## src/sv/bfvr_pkg.sv

```systemverilog
// ----------------------------------------------------------------------------
// bfvr_pkg
// types and constants shared by the boundary face vertex reindex block
// ----------------------------------------------------------------------------
`default_nettype none

package bfvr_pkg;

    localparam int VIDX_W            = 12;
    localparam int VCNT_W            = 13;
    localparam int FCNT_W            = 14;
    localparam int BCNT_W            = 15;
    localparam int MAX_MESH_VERTICES = 4096;
    localparam int MAP_AW            = $clog2(MAX_MESH_VERTICES);
    localparam int EPOCH_W           = 4;
    localparam int MAP_W             = EPOCH_W + VIDX_W;

    localparam logic [1:0] INTERIOR_SHARERS = 2'd2;

    typedef logic [MAP_AW-1:0]  t_maddr;
    typedef logic [MAP_W-1:0]   t_mword;
    typedef logic [EPOCH_W-1:0] t_epoch;
    typedef logic [VIDX_W-1:0]  t_vidx;

    typedef enum logic [1:0] {
        LANE_A,
        LANE_B,
        LANE_C
    } t_lane;

    typedef struct packed {
        logic  accept;
        t_lane rd_sel;
        logic  res_en;
        t_lane res_lane;
        logic  clr_en;
        logic  clr_done;
        logic  out_load;
    } t_cmd;

    typedef struct packed {
        logic clr_last;
        logic wrap_need;
        logic boundary;
    } t_stat;

endpackage

`default_nettype wire

```

## src/sv/bfvr_ctrl.sv

```systemverilog
// ----------------------------------------------------------------------------
// bfvr_ctrl
// sequencer for map clearing, per-vertex lookups and result handoff
// ----------------------------------------------------------------------------
`default_nettype none

module bfvr_ctrl (
    input  wire logic            i_clk,
    input  wire logic            i_rst_n,
    input  wire logic            i_valid,
    output logic                 o_stall,
    output logic                 o_valid,
    input  wire logic            i_stall,
    input  wire bfvr_pkg::t_stat i_stat,
    output bfvr_pkg::t_cmd       o_cmd
);

    import bfvr_pkg::*;

    typedef enum logic [2:0] {
        S_CLEAR,
        S_IDLE,
        S_RES_A,
        S_RES_B,
        S_RES_C,
        S_HOLD
    } t_state;

    t_state r_state;
    t_state n_state;
    logic   r_out_valid;
    logic   n_out_valid;
    logic   out_free;
    logic   pend;
    logic   can_take;
    logic   accept;
    logic   wrap_go;
    t_cmd   cmd;

    always_comb begin
        out_free = !r_out_valid || !i_stall;
        pend     = (r_state == S_RES_C) || (r_state == S_HOLD);
        can_take = (r_state == S_IDLE) || (pend && out_free);
        o_stall  = !(can_take && !i_stat.wrap_need);
        accept   = i_valid && !o_stall;
        wrap_go  = can_take && i_valid && i_stat.wrap_need;

        cmd          = '0;
        cmd.accept   = accept;
        cmd.rd_sel   = LANE_A;
        cmd.res_lane = LANE_A;
        cmd.out_load = pend && out_free;
        unique case (r_state)
            S_CLEAR: begin
                cmd.clr_en   = 1'b1;
                cmd.clr_done = i_stat.clr_last;
            end
            S_RES_A: begin
                cmd.rd_sel   = LANE_B;
                cmd.res_en   = 1'b1;
                cmd.res_lane = LANE_A;
            end
            S_RES_B: begin
                cmd.rd_sel   = LANE_C;
                cmd.res_en   = 1'b1;
                cmd.res_lane = LANE_B;
            end
            S_RES_C: begin
                cmd.res_en   = 1'b1;
                cmd.res_lane = LANE_C;
            end
            S_IDLE, S_HOLD: begin
            end
            default: begin
            end
        endcase

        n_state = r_state;
        unique case (r_state)
            S_CLEAR: begin
                if (i_stat.clr_last) n_state = S_IDLE;
            end
            S_RES_A: n_state = S_RES_B;
            S_RES_B: n_state = S_RES_C;
            S_IDLE, S_RES_C, S_HOLD: begin
                priority if (pend && !out_free) begin
                    n_state = S_HOLD;
                end else if (accept) begin
                    n_state = i_stat.boundary ? S_RES_A : S_HOLD;
                end else if (wrap_go) begin
                    n_state = S_CLEAR;
                end else begin
                    n_state = S_IDLE;
                end
            end
            default: n_state = S_IDLE;
        endcase

        priority if (cmd.out_load) begin
            n_out_valid = 1'b1;
        end else if (!i_stall) begin
            n_out_valid = 1'b0;
        end else begin
            n_out_valid = r_out_valid;
        end
    end

    always_ff @(posedge i_clk) begin
        if (!i_rst_n) begin
            r_state     <= S_CLEAR;
            r_out_valid <= 1'b0;
        end else begin
            r_state     <= n_state;
            r_out_valid <= n_out_valid;
        end
    end

    assign o_cmd   = cmd;
    assign o_valid = r_out_valid;

`ifndef SYNTHESIS
    a_no_clr_and_res: assert property (@(posedge i_clk) disable iff (!i_rst_n)
        !(cmd.clr_en && cmd.res_en))
        else $error("map clear overlaps a lookup");

    a_bnd_starts_a: assert property (@(posedge i_clk) disable iff (!i_rst_n)
        cmd.accept && i_stat.boundary |=> cmd.res_en && (cmd.res_lane == LANE_A))
        else $error("boundary face did not start with vertex a");

    a_load_free: assert property (@(posedge i_clk) disable iff (!i_rst_n)
        cmd.out_load |-> (!r_out_valid || !i_stall))
        else $error("result overwrites a held request");

    a_no_accept_clear: assert property (@(posedge i_clk) disable iff (!i_rst_n)
        cmd.clr_en |-> !cmd.accept)
        else $error("request accepted during map clear");
`endif

endmodule

`default_nettype wire

```

## config.mk

```make
export PLATFORM = sky130hd
export DESIGN_NAME = bfvr_ctrl
export DESIGN_NICKNAME = d
export VERILOG_FILES = /design/src/sv/bfvr_pkg.sv /design/src/sv/bfvr_ctrl.sv
export SDC_FILE = /design/constraint.sdc
export NUM_CORES = 1
export LEC_CHECK = 0
export BUFFER_PORTS_ARGS = -buffer_cell sky130_fd_sc_hd__buf_2
export CORE_AREA = 4 4 41 43
export DETAILED_ROUTE_END_ITERATION = 8
export DIE_AREA = 0 0 45 47
export PLACE_DENSITY = 0.45
export SKIP_CTS_REPAIR_TIMING = 1
export SLEW_MARGIN = 10
export SYNTH_ARGS = -nofsm -noshare
export SYNTH_HDL_FRONTEND = slang
export SYNTH_SLANG_ARGS = --single-unit
```

## constraint.sdc

```tcl
create_clock -name i_clk -period 2.5 [get_ports i_clk]
set_input_delay 0.375 -clock i_clk [delete_from_list [all_inputs] [get_ports i_clk]]
set_output_delay 0.375 -clock i_clk [all_outputs]
set_load 0.01 [all_outputs]
```

# Word-level counts from Yosys, hierarchy flattened

Cells that the tools add are included.

Bits in latches: 0
Memories: 0
Logic and storage cells: 36
Output and inout bits: 11
Bits in writable memories: 0
Memory bits (read-only): 0
Register bits: 4
Bits of input ports: 7

Shifts and indexed selects: 0
Add/sub/neg operators: 0
Bitwise gates (word level): 0
Reduce and logical (&&, ||, !) cells: 16
Divide/modulo/power cells: 0
Multiply operators: 0
Equal/unequal tests: 7
$lt $le $gt $ge: 0
Mux-type cells: 11

Operators with widths:

| kind                                                            | number |
|---|---|
| 3-bit two-way mux                                               | 4 |
| 3-bit one-hot mux with 4 select lines                           | 1 |
| 3-bit one-hot mux with 3 select lines                           | 1 |
| 3-bit by 2-bit == test with 1-bit output, second input constant | 2 |
| 3-bit == test, second input constant                            | 2 |
| 1-bit logical AND                                               | 6 |
| 1-bit logical NOT                                               | 5 |
| 2-bit one-hot mux with 2 select lines                           | 1 |
| 3-bit by 1-bit == test with 1-bit output, second input constant | 1 |
| 3-bit logical NOT                                               | 1 |
| 1-bit logical OR                                                | 3 |
| 1-bit two-way mux                                               | 3 |
| 3-bit OR reduction                                              | 1 |
| 2-bit two-way mux                                               | 1 |
| 2-bit by 1-bit != test with 1-bit output, second input constant | 1 |
| 2-bit != test, second input constant                            | 1 |

# Depth between registers and ports, before layout

Gate-level depths: netlist of the first run.

Word-level depth: 10
Mapped depth: 4
Depth with buffers taken out: 3

# Worst setup path after synthesis of the first run

Ideal clock, no wire load.

Kind: in2out
Start point: input port i_stall
End point: output port o_stall
Stages: 2
Arrival: 1.071 ns
Slack: 1.054 ns
Data required time: 2.125 ns
Buffers on the path: 0
Cell sequence: and3_1 -> or4_1

Longest elaborated chain between the ends: 6

Ends and longest elaborated chain:

| element            | RTL line        | source |
|---|---|---|
| start: declaration | bfvr_ctrl.sv:13 | `input wire logic i_stall,` |
| 1-bit logical NOT  | n/a             |  |
| 1-bit logical OR   | bfvr_ctrl.sv:41 | `out_free = !r_out_valid \|\| !i_stall;` |
| 1-bit logical AND  | bfvr_ctrl.sv:43 | `can_take = (r_state == S_IDLE) \|\| (pend && out_free);` |
| 1-bit logical OR   | bfvr_ctrl.sv:43 |  |
| 1-bit logical AND  | bfvr_ctrl.sv:44 | `o_stall = !(can_take && !i_stat.wrap_need);` |
| 1-bit logical NOT  | bfvr_ctrl.sv:44 |  |
| end: declaration   | bfvr_ctrl.sv:11 | `output logic o_stall,` |

No other way between the ends.

# Worst setup path after layout of the first run

Start point: register r_state[2]
End point: output port o_stall

Longest elaborated chain between the ends: 6
Elaborated cells on any way between the ends: 8
Those cells by class: eq/ne (3); reduce/logical (5)

Ends and longest elaborated chain:

| element                  | RTL line         | source |
|---|---|---|
| start: declaration       | bfvr_ctrl.sv:29  | `t_state r_state;` |
| start signal: assignment | bfvr_ctrl.sv:113 | `r_state <= n_state;` |
| 3-bit == test            | bfvr_ctrl.sv:42  | `pend = (r_state == S_RES_C) \|\| (r_state == S_HOLD);` |
| 1-bit logical OR         | bfvr_ctrl.sv:42  |  |
| 1-bit logical AND        | bfvr_ctrl.sv:43  |  |
| 1-bit logical OR *       | bfvr_ctrl.sv:43  |  |
| 1-bit logical AND *      | bfvr_ctrl.sv:44  |  |
| 1-bit logical NOT *      | bfvr_ctrl.sv:44  |  |

Every way passes the cells marked *; elsewhere a longest branch is shown, timed or not.

==> results of run 1 <==
==> kinds of logic (layout without fill, tap and decap cells) <==
family / after synthesis / count (layout)
and+or+nand+nor: 22 / 22
buffers and inverters: 6 / 23
DFF: 4 / 4
AOI/OAI and AO/OA: 8 / 8
==> placed cells by master, fill, tap and decap left out, types with 2 or more instances in the layout <==
cell type | Yosys | routed
a21oi_1 | 2 | 2
and2_1 | 3 | 3
buf_2 | 0 | 17
clkbuf_4 | 0 | 3
dfxtp_1 | 4 | 4
inv_1 | 3 | 3
nand2_1 | 3 | 3
nor2_1 | 2 | 2
nor2b_1 | 2 | 2
or4_1 | 2 | 2
==> cell type report <==
type / count / area, um2
fillers: 153 / 877
multi-input cells: 30 / 206
repair buffers: 17 / 85.1
flip-flops and latches: 4 / 80.1
clock buffers: 3 / 22.5
well taps: 15 / 18.8
inverters: 3 / 11.3
==> worst max-delay path by stage <==
| stage | cells past startpoint | start | to |
|---|---|---|---|
| floorplan | 2 | i_stall | o_stall |
| global placement | 4 | i_stall | o_stall |
| detailed placement | 4 | i_stall | o_stall |
| CTS | 3 | r_state[2] | o_stall |
| global route | 4 | r_state[1] | o_cmd[1] |
| finish | 3 | r_state[2] | o_stall |
==> state kept, by name, indices dropped and copies added (netlist names) <==
register,count
r_state,3
o_valid,1
==> routing by layer <==
layer	vias to the layer above	routed length, um	share of wire [%]	global-route usage, %
met3	2	45	5.6	2.68
met1	140	383	48	10.0
li1	178	-	-	-
met4	0	10	1.2	7.02
met5	-	0	0	0
met2	9	362	45	14.1
==> through the flow <==
| step | util [%] | cell area [um2] | instances | hold slack, ps |
|---|---|---|---|---|
| 2_1_floorplan | - | 317 | 40 | 517 |
| 3_3_place_gp | 30.9 | 402 | 69 | 584 |
| 3_5_place_dp | 30.9 | 402 | 69 | 566 |
| 4_1_cts | 32.6 | 424 | 72 | 402 |
| 5_1_grt | 32.6 | 424 | 72 | 410 |
| 6_report | 32.6 | 424 | 72 | 410 |
==> power by group through the flow <==
stage               Sequential, mW  Combinational [mW]  Clock, mW
finish                      0.0676              0.0281     0.0779
global route                0.0679              0.0316     0.0861
CTS                         0.0677              0.0285     0.0829
detailed placement          0.0685              0.0282          0
global placement            0.0688              0.0282          0
floorplan                   0.0678              0.0164          0
==> metrics, run 1 <==
outcome complete, no violations; CTS Buf Count 3; Syn Nets 47; CP required approximately 2100 ps; DRT iter0 DRCs 3; Layout area overhead 34.0%; DP HPWL around 620 um; mux contribution to synthesized area 0%; register bit total from synthesis 4; Hold Path End r_state[0]; crit path cell chain and3_1, or4_1, buf_2; worst hold path depth 2; Fin. Hold Viols 0; register area share after synthesis 25.3%; reg2reg path depth 3; final wirelength 801 um; r2r endpoint r_state[1]; vias in the first global route around 340; Die X 45 um; Final Setup Violations 0; first-pass GRT wire length roughly 1400 um; largest net degree at the start of global routing 14; DRC 0; Bufs and invs on worst path 1; Worst-path clk slew 40 ps; EDFF count, synth 0; Layout Nets 66; CP arrival 1400 ps; crit-path leading delay family simple AND/OR/NAND/NOR gates; H-tree levels 1; Internal Pwr Total ~0.13 mW; Post-DRT Antenna Nets 0; total power 0.174 mW; Worst slew margin between 70% and 80%; adder-cell share of the synthesized area 0%; number of antenna violations at the first check in global routing 0; CP max-delay cell or4_1; WL/cell 11.1 um; clock insertion delay at the later pin of the skew report 230 ps; CP startpoint kind flop; Synth Area in Simple Gates between 40% and 50%; CP endpoint kind output pin; Synth cell types 26; count leader, synth dfxtp_1; Crit Path Class flop to output pin; combinational share of power 16.2%; Hold Path Origin i_rst_n; maximum fanout along the worst path 8; area leader, netlist dfxtp_1; top post-synthesis cells by count 4 x dfxtp_1, 3 x and2_1, 3 x inv_1, 3 x nand2_1; Least-Margin Pin Slew between 300 and 400 ps; Hold WC Path Type input port to flop; detailed-route vias per instance around 4.6; Post-Synth XOR/XNOR Area 0%; worst setup margin ~720 ps; Antenna Cells 0; RD Place Congestion about 0.7; initial core utilization 24.3%; clock power share 44.9%; port bufs 17; Compound-Gate Fraction of Synth Area about 22%; dominant cells by area after synthesis dfxtp_1 25%, and2_1 5.9%, a221oi_2 4.7%; Final Max Slew Viols 0; gr ovfl total 0; sequential share of power 38.9%; die area roughly 2100 um2; worst r2r src r_state[2]; Clock Root Buffer clkbuf_4; core area 1300 um2; clock skew about 0.87 ps; max incr delay on CP 460 ps; unrepaired setup endpoints after global routing false; TNS Setup 0 ps; main combinational cell family by area after synthesis simple AND/OR/NAND/NOR gates; clk sinks 4; worst reg2reg setup slack 1210 ps; Total Routing Usage GR 8.93%; ys flop type dfxtp_1; Top Ports 18; post-layout min period around 1800 ps; via count of the routed design 329; Initial DRT Pass Iterations 2; fin crit share 71.2%; worst ir drop on vdd approximately 0.00025 V; fmax 0.562 GHz; Die Ht 47 um; PwrDens ~410 nW/um2; Switching Share 23.2%; Syn Area/Cell around 7.9 um2; share of cells above drive strength 1 between 40 and 50%; Pleak 0.213 nW; Syn Inst Count 40; post-synth top area share roughly a quarter; net switching power 0.0403 mW; Post-Place Worst Slack 831 ps; FFs w/ async S/R, synth 0%; maxcap violations 0; yosys warns 0; CTS tree yes; Clock Path Buffers 2; Mapped Area approximately 320 um2; row count 13
No activity file was read; power rests on OpenSTA's default activity.
==> inputs of run 2 (changes only) <==
--- a/config.mk
+++ b/config.mk
@@ -5,11 +5,12 @@
 export SDC_FILE = /design/constraint.sdc
 export NUM_CORES = 1
 export LEC_CHECK = 0
+export ABC_AREA = 1
 export BUFFER_PORTS_ARGS = -buffer_cell sky130_fd_sc_hd__buf_2
 export CORE_AREA = 4 4 41 43
 export DETAILED_ROUTE_END_ITERATION = 8
 export DIE_AREA = 0 0 45 47
-export PLACE_DENSITY = 0.45
+export PLACE_DENSITY = 0.48
 export SKIP_CTS_REPAIR_TIMING = 1
 export SLEW_MARGIN = 10
 export SYNTH_ARGS = -nofsm -noshare
==> constraint.sdc (replaced) <==
create_clock -name i_clk -period 1.7 [get_ports i_clk]
set_input_delay 0.255 -clock i_clk [delete_from_list [all_inputs] [get_ports i_clk]]
set_output_delay 0.255 -clock i_clk [all_outputs]
set_load 0.01 [all_outputs]
==> run 2 against run 1 <==
- non-clock buffer count unchanged
- sequential cell count stayed put
- hold slack got worse by 160 ps
- die area did not move
- combinational power increased to 2.9 times the previous value
- critical endpoint is now o_cmd[8]
- largest cell class unchanged
==> metrics, run 2 <==
DP HPWL 662 um (was 621 um); register area share after synthesis 23.1% (was 25.3%); die area 2120 um2 (unchanged); Least-Margin Pin Slew 257 ps (was 364 ps); DRC 0 (unchanged); Fin. Hold Viols 0 (unchanged); Mapped Area 347 um2 (was 317 um2); Largest register FFs 3 (unchanged); EDFF count, synth 0 (unchanged); largest net degree at the start of global routing 9 (was 14); fin crit share between 90 and 100%; Antenna Cells 0 (unchanged); most common cell after layout, fill and taps aside buf_2 (unchanged); Clock Root Buffer clkbuf_4 (unchanged); clock skew 2.86 ps (was 0.867 ps); first-pass GRT wire length 1320 um (was 1360 um); vias in the first global route 319 (was 344); Crit Path Class flop to output pin (unchanged); dominant cells by area after synthesis dfxtp_1 23%, inv_1 14%, nand2_1 9.7% (was dfxtp_1 25%, and2_1 5.9%, a221oi_2 4.7%); ys flop type dfxtp_1 (unchanged); Syn Area/Cell 6.42 um2 (was 7.91 um2); Hold WC Path Type input port to flop (unchanged); CP endpoint kind output pin (unchanged); post-layout min period about 1600 ps; CTS tree yes (unchanged); Final Setup Violations 0 (unchanged); maxcap violations 0 (unchanged); number of antenna violations at the first check in global routing 0 (unchanged); initial core utilization 26.6% (was 24.3%); yosys warns 0 (unchanged); Bufs and invs on worst path 1 (unchanged); Switching Share 30.9% (was 23.2%); core area 1300 um2 (unchanged); Hold Path Origin i_rst_n (unchanged); CP max-delay cell dfxtp_1 (was or4_1); gr ovfl total 0 (unchanged); fmax about 0.63 GHz; CP startpoint kind flop (unchanged); Worst slew margin 82.7% (was 75.7%); clock insertion delay at the later pin of the skew report 230 ps (about the same); top post-synthesis cells by count 13 x inv_1, 9 x nand2_1, 4 x dfxtp_1, 4 x o21ai_0 (was 4 x dfxtp_1, 3 x and2_1, 3 x inv_1, 3 x nand2_1); via count of the routed design 351 (was 329); Internal Pwr Total 0.212 mW (was 0.133 mW); worst r2r src r_state[0] (was r_state[2]); maximum fanout along the worst path 6 (was 8); CP required 1440 ps (was 2120 ps); Top reg by flops r_state (unchanged); Worst-path clk slew 40 ps (about the same); Initial DRT Pass Iterations 1 (was 2); Clock Path Buffers 2 (unchanged); Die Ht 47 um (unchanged); Die X 45 um (unchanged); Total Routing Usage GR 8.93% (unchanged); Top Ports 18 (unchanged); area leader, netlist dfxtp_1 (unchanged); row count 13 (unchanged); DRT iter0 DRCs 0 (was 3); FFs w/ async S/R, synth 0% (unchanged); Post-DRT Antenna Nets 0 (unchanged); Layout fillers 167 (was 153); WL/cell 8.74 um (was 11.1 um); total power 0.306 mW (was 0.174 mW); outcome complete, no violations (unchanged); Synth cell types 16 (was 26); port bufs 17 (unchanged); Pleak 0.292 nW (was 0.213 nW); sequential share of power 34.5% (was 38.9%); TNS Setup 0 ps (unchanged); H-tree levels 1 (unchanged); most numerous cell on the critical path nand2_4; crit path cell chain nor2_2, nand2_2, nand2_2, nand2_4, nand2_4, nand2_4, nor2_4, buf_2 (was and3_1, or4_1, buf_2); RD Place Congestion 0.690 (was 0.701); register bit total from synthesis 4 (unchanged); combinational share of power 26.9% (was 16.2%); CTS Buf Count 3 (unchanged); Layout Nets 80 (was 66); final wirelength 752 um (was 801 um); Final Max Slew Viols 0 (unchanged); max incr delay on CP 350 ps (was 460 ps); clock power share 38.5% (was 44.9%); share of cells above drive strength 1 46.5% (was 40.4%); crit-path leading delay family simple AND/OR/NAND/NOR gates (unchanged); Layout area overhead 30.3% (was 34.0%); Syn Nets 61 (was 47); count leader, synth inv_1 (was dfxtp_1); net switching power 0.0946 mW (was 0.0403 mW); unrepaired setup endpoints after global routing false (unchanged); PwrDens 678 nW/um2 (was 410 nW/um2); Post-Place Worst Slack 322 ps (was 831 ps); post-synth top area share 23.1% (was 25.3%); commonest non-fill, non-tap cells in the layout 17 x buf_2, 13 x inv_1, 9 x nand2_1 (was 17 x buf_2, 4 x dfxtp_1); Syn Inst Count 54 (was 40); worst setup margin 123 ps (was 721 ps); CP Launch Point r_state[0] (was r_state[2]); CP arrival 1320 ps (was 1400 ps); worst hold slack 247 ps (was 410 ps); detailed-route vias per instance 4.08 (was 4.57); clk sinks 4 (unchanged); worst ir drop on vdd 0.000294 V (was 0.000254 V)
-- run 2: tightest hold or removal path: cells and delay by family --
kind | cells | cell delay (ps)
buffers and inverters | 2 | 150
and+or+nand+nor | 1 | 50
-- run 2: final timing paths --
check	to	slack, ps	cells past startpoint
max	o_cmd[8]	120	8
min	r_state[2]	250	3
max reg2reg	r_state[0]	490	10
min reg2reg	r_state[1]	650	3
-- run 2: metal layers --
| layer | wire, um | vias to the layer above | GRT usage [%] |
|---|---|---|---|
| met5 | 0 | - | 0 |
| met4 | 0 | 0 | 3.51 |
| met3 | 52 | 0 | 3.83 |
| met2 | 363 | 9 | 13.6 |
| met1 | 336 | 148 | 11.2 |
| li1 | - | 194 | - |
-- run 2: stage by stage --
step,utilization [%],instance area (um2),cells
after floorplan,-,347,54
after global routing,34.7,452,86
final,34.7,452,86
after CTS,34.6,450,86
after detailed placement,32.9,428,83
after global placement,32.9,428,83
-- run 2: layout make-up --
class                           instances  area [um2]  share of cell area [%]
Tap cell                               15        18.8                    4.16
Clock buffer                            3        22.5                    4.99
Sequential cell                         4        81.3                    18.0
Timing Repair Buffer                   17        85.1                    18.8
Inverter                               15        56.3                    12.5
Multi-Input combinational cell         32         188                    41.6
-- run 2: kinds of logic after synthesis --
family                 count (synthesis)  share of synthesized area [%]
AND/OR/NAND/NOR                       27                           45.1
buffers and inverters                 18                           22.7
AO/OA/AOI/OAI                          5                           9.03
flip-flops                             4                           23.1
-- run 2: power groups by stage --
stage          logic [mW]  clock network [mW]  registers (mW)
2_1_floorplan      0.0585                   0           0.105
3_3_place_gp       0.0840                   0           0.107
3_5_place_dp       0.0835                   0           0.107
4_1_cts            0.0841               0.125           0.106
5_1_grt            0.0935               0.134           0.107
6_report           0.0825               0.118           0.106
==> inputs of run 3 (changes only) <==
==> constraint.sdc (replaced) <==
create_clock -name i_clk -period 1.7 [get_ports i_clk]
set_input_delay 0 -clock i_clk [delete_from_list [all_inputs] [get_ports i_clk]]
set_output_delay 0 -clock i_clk [all_outputs]
set_load 0.01 [all_outputs]
==> run 3 against run 2 <==
- largest cell class unchanged
- clock power is 5% lower
- fmax is 17% higher
- highest routed layer is now met4
- power is 2.1% lower
- hold slack worse by 250 ps
- critical path depth is 1 lower
==> metrics, run 3 (synthesis results as in run 2) <==
CTS Buf Count 3 (unchanged); CP arrival 1340 ps (was 1320 ps); Pleak 0.291 nW (was 0.292 nW); clock skew 0.363 ps (was 2.86 ps); maxcap violations 0 (unchanged); Worst-path clk slew 30 ps (was 40 ps); DRC 0 (unchanged); clk sinks 4 (unchanged); post-layout min period 1340 ps (was 1580 ps); detailed-route vias per instance 4.03 (was 4.08); via count of the routed design 347 (was 351); Post-DRT Antenna Nets 0 (unchanged); CP required 1700 ps (was 1440 ps); Largest register FFs 3 (unchanged); Crit Path Class flop to output pin (unchanged); Layout area overhead 30.0% (was 30.3%); vias in the first global route 347 (was 319); Clock Path Buffers 2 (unchanged); fmax 0.744 GHz (was 0.634 GHz); maximum fanout along the worst path 8 (was 6); first-pass GRT wire length 1280 um (was 1320 um); Layout fillers 157 (was 167); crit path cell chain nand3_1, nand2_2, nand2_4, nand2_4, nand2_4, nor2_4, buf_2 (was nor2_2, nand2_2, nand2_2, nand2_4, nand2_4, nand2_4, nor2_4, buf_2); Die X 45 um (unchanged); total power 0.300 mW (was 0.306 mW); initial core utilization 26.6% (unchanged); crit-path leading delay family simple AND/OR/NAND/NOR gates (unchanged); largest net degree at the start of global routing 9 (unchanged); core area 1300 um2 (unchanged); Top reg by flops r_state (unchanged); commonest non-fill, non-tap cells in the layout 17 x buf_2, 13 x inv_1, 9 x nand2_1 (unchanged); fin crit share 79.1% (was 92.8%); Total Routing Usage GR 8.29% (was 8.93%); CP startpoint kind flop (unchanged); Antenna Cells 0 (unchanged); Top Ports 18 (unchanged); DP HPWL 657 um (was 662 um); Layout Nets 80 (unchanged); Final Setup Violations 0 (unchanged); Initial DRT Pass Iterations 3 (was 1); Fin. Hold Viols 0 (unchanged); Die Ht 47 um (unchanged); worst ir drop on vdd 0.000320 V (was 0.000294 V); most common cell after layout, fill and taps aside buf_2 (unchanged); number of antenna violations at the first check in global routing 0 (unchanged); TNS Setup 0 ps (unchanged); port bufs 17 (unchanged); Bufs and invs on worst path 1 (unchanged); most numerous cell on the critical path nand2_4 (unchanged); worst hold slack 1.32 ps (was 247 ps); CP max-delay cell dfxtp_1 (unchanged); clock insertion delay at the later pin of the skew report 230 ps (about the same); Final Max Slew Viols 0 (unchanged); max incr delay on CP 460 ps (was 350 ps); Hold WC Path Type input port to flop (unchanged); Least-Margin Pin Slew 263 ps (was 257 ps); row count 13 (unchanged); worst setup margin 356 ps (was 123 ps); Clock Root Buffer clkbuf_4 (unchanged); unrepaired setup endpoints after global routing false (unchanged); CTS tree yes (unchanged); CP endpoint kind output pin (unchanged); H-tree levels 1 (unchanged); outcome complete, no violations (unchanged); PwrDens 666 nW/um2 (was 678 nW/um2); final wirelength 725 um (was 752 um); gr ovfl total 0 (unchanged); die area 2120 um2 (unchanged); share of cells above drive strength 1 45.1% (was 46.5%); Post-Place Worst Slack 449 ps (was 322 ps); WL/cell 8.43 um (was 8.74 um); Worst slew margin 82.4% (was 82.7%); RD Place Congestion 0.696 (was 0.690); DRT iter0 DRCs 4 (was 0)
-- run 3: cell counts in the layout (fill, tap and decap cells not counted) --
Identical to the previous run, type by type.
-- run 3: worst paths after layout --
path / from / to / slack (ps) / cells past startpoint
worst min register to register: r_state[1] / r_state[1] / 650 / 4
worst min-delay path: i_rst_n / r_state[2] / 1 / 3
worst max register to register: r_state[2] / r_state[0] / 440 / 9
worst max-delay path: r_state[2] / o_cmd[8] / 360 / 7
-- run 3: layout make-up --
cell class / count / area (um2) / area share, %
clock buffer: 3 / 22.5 / 5.00
inverter: 15 / 56.3 / 12.5
tap: 15 / 18.8 / 4.17
sequential: 4 / 80.1 / 17.8
timing repair buffer: 17 / 85.1 / 18.9
multi-input combinational: 32 / 188 / 41.7
-- run 3: stage by stage --
stage	util [%]	area [um2]	cells
after floorplan	-	347	54
after global placement	32.9	428	83
after detailed placement	32.9	428	83
after CTS	34.6	450	86
after global routing	34.6	450	86
final	34.6	450	86
-- run 3: power by group --
group | leakage, nW | switching (mW) | internal [mW] | total [mW]
logic | 0.245 | 0.0495 | 0.0336 | 0.0831
registers | 0.0326 | 0.00622 | 0.0992 | 0.105
clock network | 0.0138 | 0.0330 | 0.0786 | 0.112
total | 0.291 | 0.0887 | 0.211 | 0.300
-- run 3: per-layer routing --
| layer | up-vias | global-route usage [%] | routed length [um] |
|---|---|---|---|
| met1 | 142 | 9.77 | 293 |
| met5 | - | 0 | 0 |
| met2 | 11 | 14.1 | 380 |
| met3 | 2 | 2.30 | 45 |
| li1 | 192 | - | - |
| met4 | 0 | 3.51 | 6 |
-- run 3: worst min-delay path, cell delays in order --
cell and delay [ps]:
buf_2 100, nand2_1 60, inv_1 40
